==> src/rgb_to_hsl_converter_assert.svh <==
// Assertion macros for the RGB to HSL converter.
// Depends on nothing; included by the top level.
`ifndef RGB_TO_HSL_CONVERTER_ASSERT_SVH
`define RGB_TO_HSL_CONVERTER_ASSERT_SVH
`ifndef SYNTH
// same-cycle implication
`define RGBHSL_ASSERT_IMP(lbl, clk, rstn, a, b) \
	lbl: assert property (@(posedge clk) disable iff (!rstn) (a) |-> (b)) \
		else $error("assertion failed");
// implication after a fixed pipeline latency
`define RGBHSL_ASSERT_LAT(lbl, clk, rstn, a, n, b) \
	lbl: assert property (@(posedge clk) disable iff (!rstn) (a) |-> ##n (b)) \
		else $error("latency assertion failed");
`else
`define RGBHSL_ASSERT_IMP(lbl, clk, rstn, a, b)
`define RGBHSL_ASSERT_LAT(lbl, clk, rstn, a, n, b)
`endif
`endif

==> src/rgbhsl_pkg.sv <==
// Types and constants of the RGB to HSL converter.
// Depends on nothing; used by every module of the block.
`default_nettype none
package rgbhsl_pkg;
	localparam int DIV_W      = 11;           // widest divisor: 6 * 255
	localparam int QUO_W      = 17;           // quotient up to 1.0 in Q1.16
	localparam int DIV_STAGES = QUO_W;        // one quotient bit per stage
	localparam int LATENCY    = 3 + DIV_STAGES;

	typedef struct packed {
		logic [7:0] red;
		logic [7:0] green;
		logic [7:0] blue;
	} pixel_t;

	typedef struct packed {
		logic [15:0] hue;
		logic [15:0] saturation;
		logic [8:0]  lightness_sum;
	} hsl_t;

	typedef struct packed {
		logic [DIV_W-1:0] num_hue;
		logic [DIV_W-1:0] den_hue;
		logic [DIV_W-1:0] num_sat;
		logic [DIV_W-1:0] den_sat;
		logic [8:0]       lsum;
		logic             grey;
	} front_t;
endpackage
`default_nettype wire

==> src/rgbhsl_front.sv <==
// Front end: max/min search, then divider operands for hue and saturation.
// Depends on rgbhsl_pkg.
`default_nettype none
module rgbhsl_front import rgbhsl_pkg::*; (
	input  wire logic   clk,
	input  wire logic   arst_n,
	input  wire logic   in_vld,
	input  wire pixel_t pix,
	output logic        out_vld,
	output front_t      out_op
);
	logic       vld_s1;
	logic [7:0] r_s1, g_s1, b_s1, mx_s1, mn_s1;
	logic [7:0] mx_c, mn_c;

	// find the largest and smallest component
	always_comb begin
		mx_c = pix.red;
		mn_c = pix.red;
		if (pix.green > mx_c) mx_c = pix.green;
		if (pix.blue > mx_c) mx_c = pix.blue;
		if (pix.green < mn_c) mn_c = pix.green;
		if (pix.blue < mn_c) mn_c = pix.blue;
	end

	always_ff @(posedge clk or negedge arst_n) begin
		if (!arst_n) begin
			vld_s1 <= 1'b0;
		end else begin
			vld_s1 <= in_vld;
		end
	end

	always_ff @(posedge clk) begin
		r_s1  <= pix.red;
		g_s1  <= pix.green;
		b_s1  <= pix.blue;
		mx_s1 <= mx_c;
		mn_s1 <= mn_c;
	end

	// sextant numerator, sum and divisors
	logic [8:0]       sum_c;
	logic [7:0]       d_c;
	logic [DIV_W-1:0] dw_c, num_c, den_sat_c;
	front_t           op_c;

	always_comb begin
		sum_c = {1'b0, mx_s1} + {1'b0, mn_s1};
		d_c   = mx_s1 - mn_s1;
		dw_c  = {{(DIV_W-8){1'b0}}, d_c};
		if (r_s1 == mx_s1) begin
			if (g_s1 == mn_s1)
				num_c = DIV_W'(5) * dw_c + {{(DIV_W-8){1'b0}}, mx_s1 - b_s1};
			else
				num_c = dw_c - {{(DIV_W-8){1'b0}}, mx_s1 - g_s1};
		end else if (g_s1 == mx_s1) begin
			if (b_s1 == mn_s1)
				num_c = dw_c + {{(DIV_W-8){1'b0}}, mx_s1 - r_s1};
			else
				num_c = DIV_W'(3) * dw_c - {{(DIV_W-8){1'b0}}, mx_s1 - b_s1};
		end else begin
			if (r_s1 == mn_s1)
				num_c = DIV_W'(3) * dw_c + {{(DIV_W-8){1'b0}}, mx_s1 - g_s1};
			else
				num_c = DIV_W'(5) * dw_c - {{(DIV_W-8){1'b0}}, mx_s1 - r_s1};
		end
		if (sum_c <= 9'd255)
			den_sat_c = {{(DIV_W-9){1'b0}}, sum_c};
		else
			den_sat_c = {{(DIV_W-9){1'b0}}, 9'd510 - sum_c};
		op_c.num_hue = num_c;
		op_c.den_hue = DIV_W'(6) * dw_c;
		op_c.num_sat = dw_c;
		op_c.den_sat = den_sat_c;
		op_c.lsum    = sum_c;
		op_c.grey    = (d_c == 8'd0);
	end

	always_ff @(posedge clk or negedge arst_n) begin
		if (!arst_n) begin
			out_vld <= 1'b0;
		end else begin
			out_vld <= vld_s1;
		end
	end

	always_ff @(posedge clk) begin
		out_op <= op_c;
	end
endmodule
`default_nettype wire

==> src/rgbhsl_div.sv <==
// Pipelined restoring divider: quotient floor(num * 2^16 / den), one bit a stage.
// Depends on rgbhsl_pkg; requires num <= den.
`default_nettype none
module rgbhsl_div import rgbhsl_pkg::*; (
	input  wire logic             clk,
	input  wire logic             arst_n,
	input  wire logic             in_vld,
	input  wire logic [DIV_W-1:0] num,
	input  wire logic [DIV_W-1:0] den,
	output logic                  out_vld,
	output logic [QUO_W-1:0]      quo
);
	logic             vld_s [DIV_STAGES];
	logic [DIV_W-1:0] rem_s [DIV_STAGES];
	logic [DIV_W-1:0] den_s [DIV_STAGES];
	logic [QUO_W-1:0] quo_s [DIV_STAGES];

	// advance valid bits
	always_ff @(posedge clk or negedge arst_n) begin
		if (!arst_n) begin
			for (int i = 0; i < DIV_STAGES; i++) vld_s[i] <= 1'b0;
		end else begin
			vld_s[0] <= in_vld;
			for (int i = 1; i < DIV_STAGES; i++) vld_s[i] <= vld_s[i-1];
		end
	end

	// first stage settles the integer bit, the rest one fraction bit each
	always_ff @(posedge clk) begin
		logic [DIV_W:0] sh;
		if (num >= den) begin
			rem_s[0] <= num - den;
			quo_s[0] <= {{(QUO_W-1){1'b0}}, 1'b1};
		end else begin
			rem_s[0] <= num;
			quo_s[0] <= '0;
		end
		den_s[0] <= den;
		for (int i = 1; i < DIV_STAGES; i++) begin
			sh = {rem_s[i-1], 1'b0};
			if (sh >= {1'b0, den_s[i-1]}) begin
				rem_s[i] <= DIV_W'(sh - {1'b0, den_s[i-1]});
				quo_s[i] <= {quo_s[i-1][QUO_W-2:0], 1'b1};
			end else begin
				rem_s[i] <= sh[DIV_W-1:0];
				quo_s[i] <= {quo_s[i-1][QUO_W-2:0], 1'b0};
			end
			den_s[i] <= den_s[i-1];
		end
	end

	assign out_vld = vld_s[DIV_STAGES-1];
	assign quo     = quo_s[DIV_STAGES-1];
endmodule
`default_nettype wire

==> src/rgb_to_hsl_converter.sv <==
// Top level of the RGB to HSL converter: front end, two dividers, output register.
// Depends on rgbhsl_pkg, rgbhsl_front, rgbhsl_div and the assertion header.
//
//  channel | ports               | beat
//  pixel   | start, busy, pixel  | start high and busy low at a clock edge
//  result  | done, result        | done high for one cycle
//
// A pixel enters every cycle; its result passes the 17-stage divider (one
// quotient bit per stage) plus three other stages before done rises.
// busy is always low: the pipeline never stalls and the receiver cannot.
// Reset clears the valid bits only; no stored state besides.
`default_nettype none
`include "rgb_to_hsl_converter_assert.svh"
module rgb_to_hsl_converter import rgbhsl_pkg::*; (
	input  wire logic   clk,
	input  wire logic   arst_n,
	input  wire logic   start,
	output logic        busy,
	input  wire pixel_t pixel,
	output logic        done,
	output hsl_t        result
);
	logic   fr_vld;
	front_t fr_op;
	logic   hue_vld, sat_vld;
	logic [QUO_W-1:0] hue_quo, sat_quo;

	assign busy = 1'b0;

	rgbhsl_front u_front (
		.clk(clk), .arst_n(arst_n), .in_vld(start && !busy), .pix(pixel),
		.out_vld(fr_vld), .out_op(fr_op)
	);

	rgbhsl_div u_div_hue (
		.clk(clk), .arst_n(arst_n), .in_vld(fr_vld),
		.num(fr_op.num_hue), .den(fr_op.den_hue),
		.out_vld(hue_vld), .quo(hue_quo)
	);

	rgbhsl_div u_div_sat (
		.clk(clk), .arst_n(arst_n), .in_vld(fr_vld),
		.num(fr_op.num_sat), .den(fr_op.den_sat),
		.out_vld(sat_vld), .quo(sat_quo)
	);

	// delay lightness and grey flag alongside the dividers
	logic [8:0] lsum_sd [DIV_STAGES];
	logic       grey_sd [DIV_STAGES];

	always_ff @(posedge clk) begin
		lsum_sd[0] <= fr_op.lsum;
		grey_sd[0] <= fr_op.grey;
		for (int i = 1; i < DIV_STAGES; i++) begin
			lsum_sd[i] <= lsum_sd[i-1];
			grey_sd[i] <= grey_sd[i-1];
		end
	end

	// hue wraps past a full turn, saturation clamps at one
	always_ff @(posedge clk or negedge arst_n) begin
		if (!arst_n) begin
			done <= 1'b0;
		end else begin
			done <= hue_vld;
		end
	end

	always_ff @(posedge clk) begin
		result.lightness_sum <= lsum_sd[DIV_STAGES-1];
		if (grey_sd[DIV_STAGES-1]) begin
			result.hue        <= '0;
			result.saturation <= '0;
		end else begin
			result.hue        <= hue_quo[15:0];
			result.saturation <= sat_quo[QUO_W-1] ? 16'hFFFF : sat_quo[15:0];
		end
	end

	`RGBHSL_ASSERT_LAT(a_latency, clk, arst_n, start && !busy, 20, done)
	`RGBHSL_ASSERT_IMP(a_div_sync, clk, arst_n, hue_vld || sat_vld, hue_vld && sat_vld)
	`RGBHSL_ASSERT_IMP(a_black, clk, arst_n, done && result.lightness_sum == 9'd0,
		result.hue == 16'd0 && result.saturation == 16'd0)
endmodule
`default_nettype wire

==> config.mk <==
export PLATFORM = sky130hd
export DESIGN_NAME = rgb_to_hsl_converter
export DESIGN_NICKNAME = d
export VERILOG_FILES = /design/src/rgbhsl_pkg.sv /design/src/rgbhsl_front.sv /design/src/rgbhsl_div.sv /design/src/rgb_to_hsl_converter.sv
export VERILOG_INCLUDE_DIRS = /design/src /design/src/src
export SDC_FILE = /design/constraint.sdc
export NUM_CORES = 2
export LEC_CHECK = 0
export BUFFER_PORTS_ARGS = -buffer_cell sky130_fd_sc_hd__clkbuf_2
export CAP_MARGIN = 10
export CORE_MARGIN = 10
export CORE_UTILIZATION = 57
export DETAILED_ROUTE_END_ITERATION = 6
export PLACE_DENSITY = 0.76
export REMOVE_ABC_BUFFERS = 1
export SYNTH_ARGS = -nofsm -noshare
export SYNTH_HDL_FRONTEND = slang
export SYNTH_HIERARCHICAL = 1
export SYNTH_SLANG_ARGS = --single-unit
export TNS_END_PERCENT = 30
==> constraint.sdc <==
create_clock -name clk -period 4.8 [get_ports clk]
set_clock_uncertainty 0.05 [all_clocks]
set_input_delay 0.24 -clock clk [delete_from_list [all_inputs] [get_ports clk]]
set_output_delay 0.24 -clock clk [all_outputs]
set_load 0.005 [all_outputs]
==> impl_metrics.csv <==
group,metric,value,unit
drt,viasPerCell,5.35,
critical_path,required,5360,ps
run_status,status,"completed",
cells_and_area,nNetsFinal,6015,
timing,timing.setup.tns,0,ps
place,io_buffers,68,
critical_path,rr_endpoint,"u_front/out_op[52]",
critical_path,worst-r2r-cell-count,20,
cts,h-tree-depth,4,
synthesis,netlist_area,54000,µm²
synthesis,syn_avg_cell_area,10.3,µm²
drt,wirelength,103000,µm
cts,clock_latency,740,ps
critical_path,path_delay_family,"adder cells",
floorplanning,rows,112,
synthesis,yosys_warnings,6,
timing,max_freq,219,MHz
critical_path,rrSetupSlack,240,ps
drt,first_pass_iters,7,
flow_run,cap_viol_max_count,0,
floorplanning,dieArea,107000,µm²
cts,clock_sinks,1309,
drt,first_iter_violations,2117,
drt,vias,36500,
cells_and_area,areaGrowthSynthToFinish,12.4,%
place,place.gp.congestion,0.896,
global_route,overflow,0,
global_route,grt_max_degree,21,
critical_path,crit_start,"u_front/mx_s1[0]",
drt,ant_nets,0,
global_route,grt_first_pass_wirelength,172000,µm
critical_path,cp_cell_sequence,"inv_1 -> ha_1 -> inv_1 -> fa_2 -> a211oi_4 -> nor2_1 -> or2_4 -> nor2_2 -> nor2_2 -> fa_1 -> xor2_2 -> ha_1 -> o21a_1 -> o31a_1 -> o21a_1 -> o21ai_1 -> nand2_1 -> xor2_1 -> a21o_1 -> o32a_1",
timing,final.period_utilization,95.0,%
min_path,hold_class,"in2reg",
cts,clockBufferDepth,3,
cells_and_area,drive_gt1_share,10.5,%
critical_path,cp-endpoint,"u_front/out_op[52]",
cts,ctsRootBufferMaster,"clkbuf_16",
critical_path,path_max_fanout,5,
floorplanning,initial_core_util,57.7,%
global_route,grt_pass1_vias,36000,
critical_path,reg2reg_from,"u_front/mx_s1[0]",
cts,cts_tree,"done",
drt,post-route-drc-count,0,
global_route,track_usage,19.0,%
cells_and_area,layout_common_cells,"1289 x dfxtp_1, 503 x inv_1, 482 x ha_1, 404 x a21oi_1, 366 x nor2_1",
place,dpl.hpwl,77700,µm
critical_path,cp.depth,20,
cts,cts-buffers-inserted,130,
timing,fin_crit,4560,ps
critical_path,slowest_stage,"fa_1",
critical_path,cpPeakStageDelay,480,ps
drt,wl_per_cell,15.1,µm
critical_path,critPathKind,"reg2reg",
cells_and_area,layout_commonest_cell,"dfxtp_1",
synthesis,synth_cells,5254,
floorplanning,ioPinCount,70,
critical_path,critPathBufInv,2,
global_route,antenna_found_initial,0,
critical_path,arrival,5120,ps
timing,setup_viol,0,
timing,hold_ws,92.4,ps
timing,tightest_slew,1100,ps
floorplanning,fp.coreArea,93600,µm²
floorplanning,die_w,328,µm
timing,finalHoldViolCount,0,
critical_path,critPathCaptureType,"flip-flop",
floorplanning,die_h,328,µm
timing,drv_slew,0,
cts,path_clk_slew,60,ps
timing,relSlewSlack,26.8,%
cells_and_area,final_util,64.9,%
cells_and_area,antenna_cells,0,
timing,rsz0062_at_grt,"no",
critical_path,start_kind,"flip-flop",
## worst min path at each step
| stage | startpoint | to | slack [ps] | cells past startpoint |
|---|---|---|---|---|
| after floorplan | arst_n | done | -110 | 0 |
| after global placement | arst_n | u_front/vld_s1 | 150 | 1 |
| after detailed placement | arst_n | u_div_hue/vld_s[16] | 170 | 1 |
| after CTS | start | u_front/vld_s1 | 30 | 2 |
| after global routing | start | u_front/vld_s1 | 60 | 2 |
| final | start | u_front/vld_s1 | 90 | 2 |
## state kept, by name, summed over array words and instances (netlist names), 8 cells and up
signal,cells
u_div_hue/rem_s,176
u_div_hue/quo_s,136
u_div_sat/quo_s,153
u_div_sat/den_s,176
u_front/r_s1,8
u_front/g_s1,8
grey_sd,17
u_front/mn_s1,8
u_div_hue/vld_s,16
u_front/mx_s1,8
u_div_sat/rem_s,176
u_div_hue/den_s,176
result,41
u_front/b_s1,8
lsum_sd,153
u_front/out_op,45
## repair_timing
action | CTS | global route
hold buffers | 27 | 0
setup buffers | 0 | 1
pin swaps | 0 | 3
endpoints found under the setup margin | 1 | 4
endpoints found under the hold margin | 61 | 0
gates resized for setup | 1 | 13
## metal layers
metal  up-vias  share of wire, %  global-route usage (%)
met4         0               3.4                    7.57
met3       259               3.7                    3.10
li1      18600                 -                       -
met1     17000                44                    22.9
met5         -                 0                       0
met2       704                48                    33.5
## stage by stage
step / area (µm²) / worst slack (ps) / std cells
2_1_floorplan: 53500 / 63.3 / 5176
3_3_place_gp: 55800 / 93.2 / 6554
3_5_place_dp: 55800 / 5.63 / 6554
4_1_cts: 60700 / 50.7 / 6817
5_1_grt: 60700 / 18.0 / 6818
6_report: 60700 / 240 / 6818
## layout make-up
cell class / count / area [µm²]
Timing Repair Buffer: 152 / 1040
Sequential cell: 1309 / 26300
Multi-Input combinational cell: 3358 / 25300
Clock buffer: 173 / 3690
Tap cell: 1254 / 1570
Clock inverter: 63 / 870
Inverter: 509 / 1920
Fill cell: 7489 / 32900
Power is not shown: default switching activity piles up to over one toggle a cycle in this logic, so the estimate is an artifact.
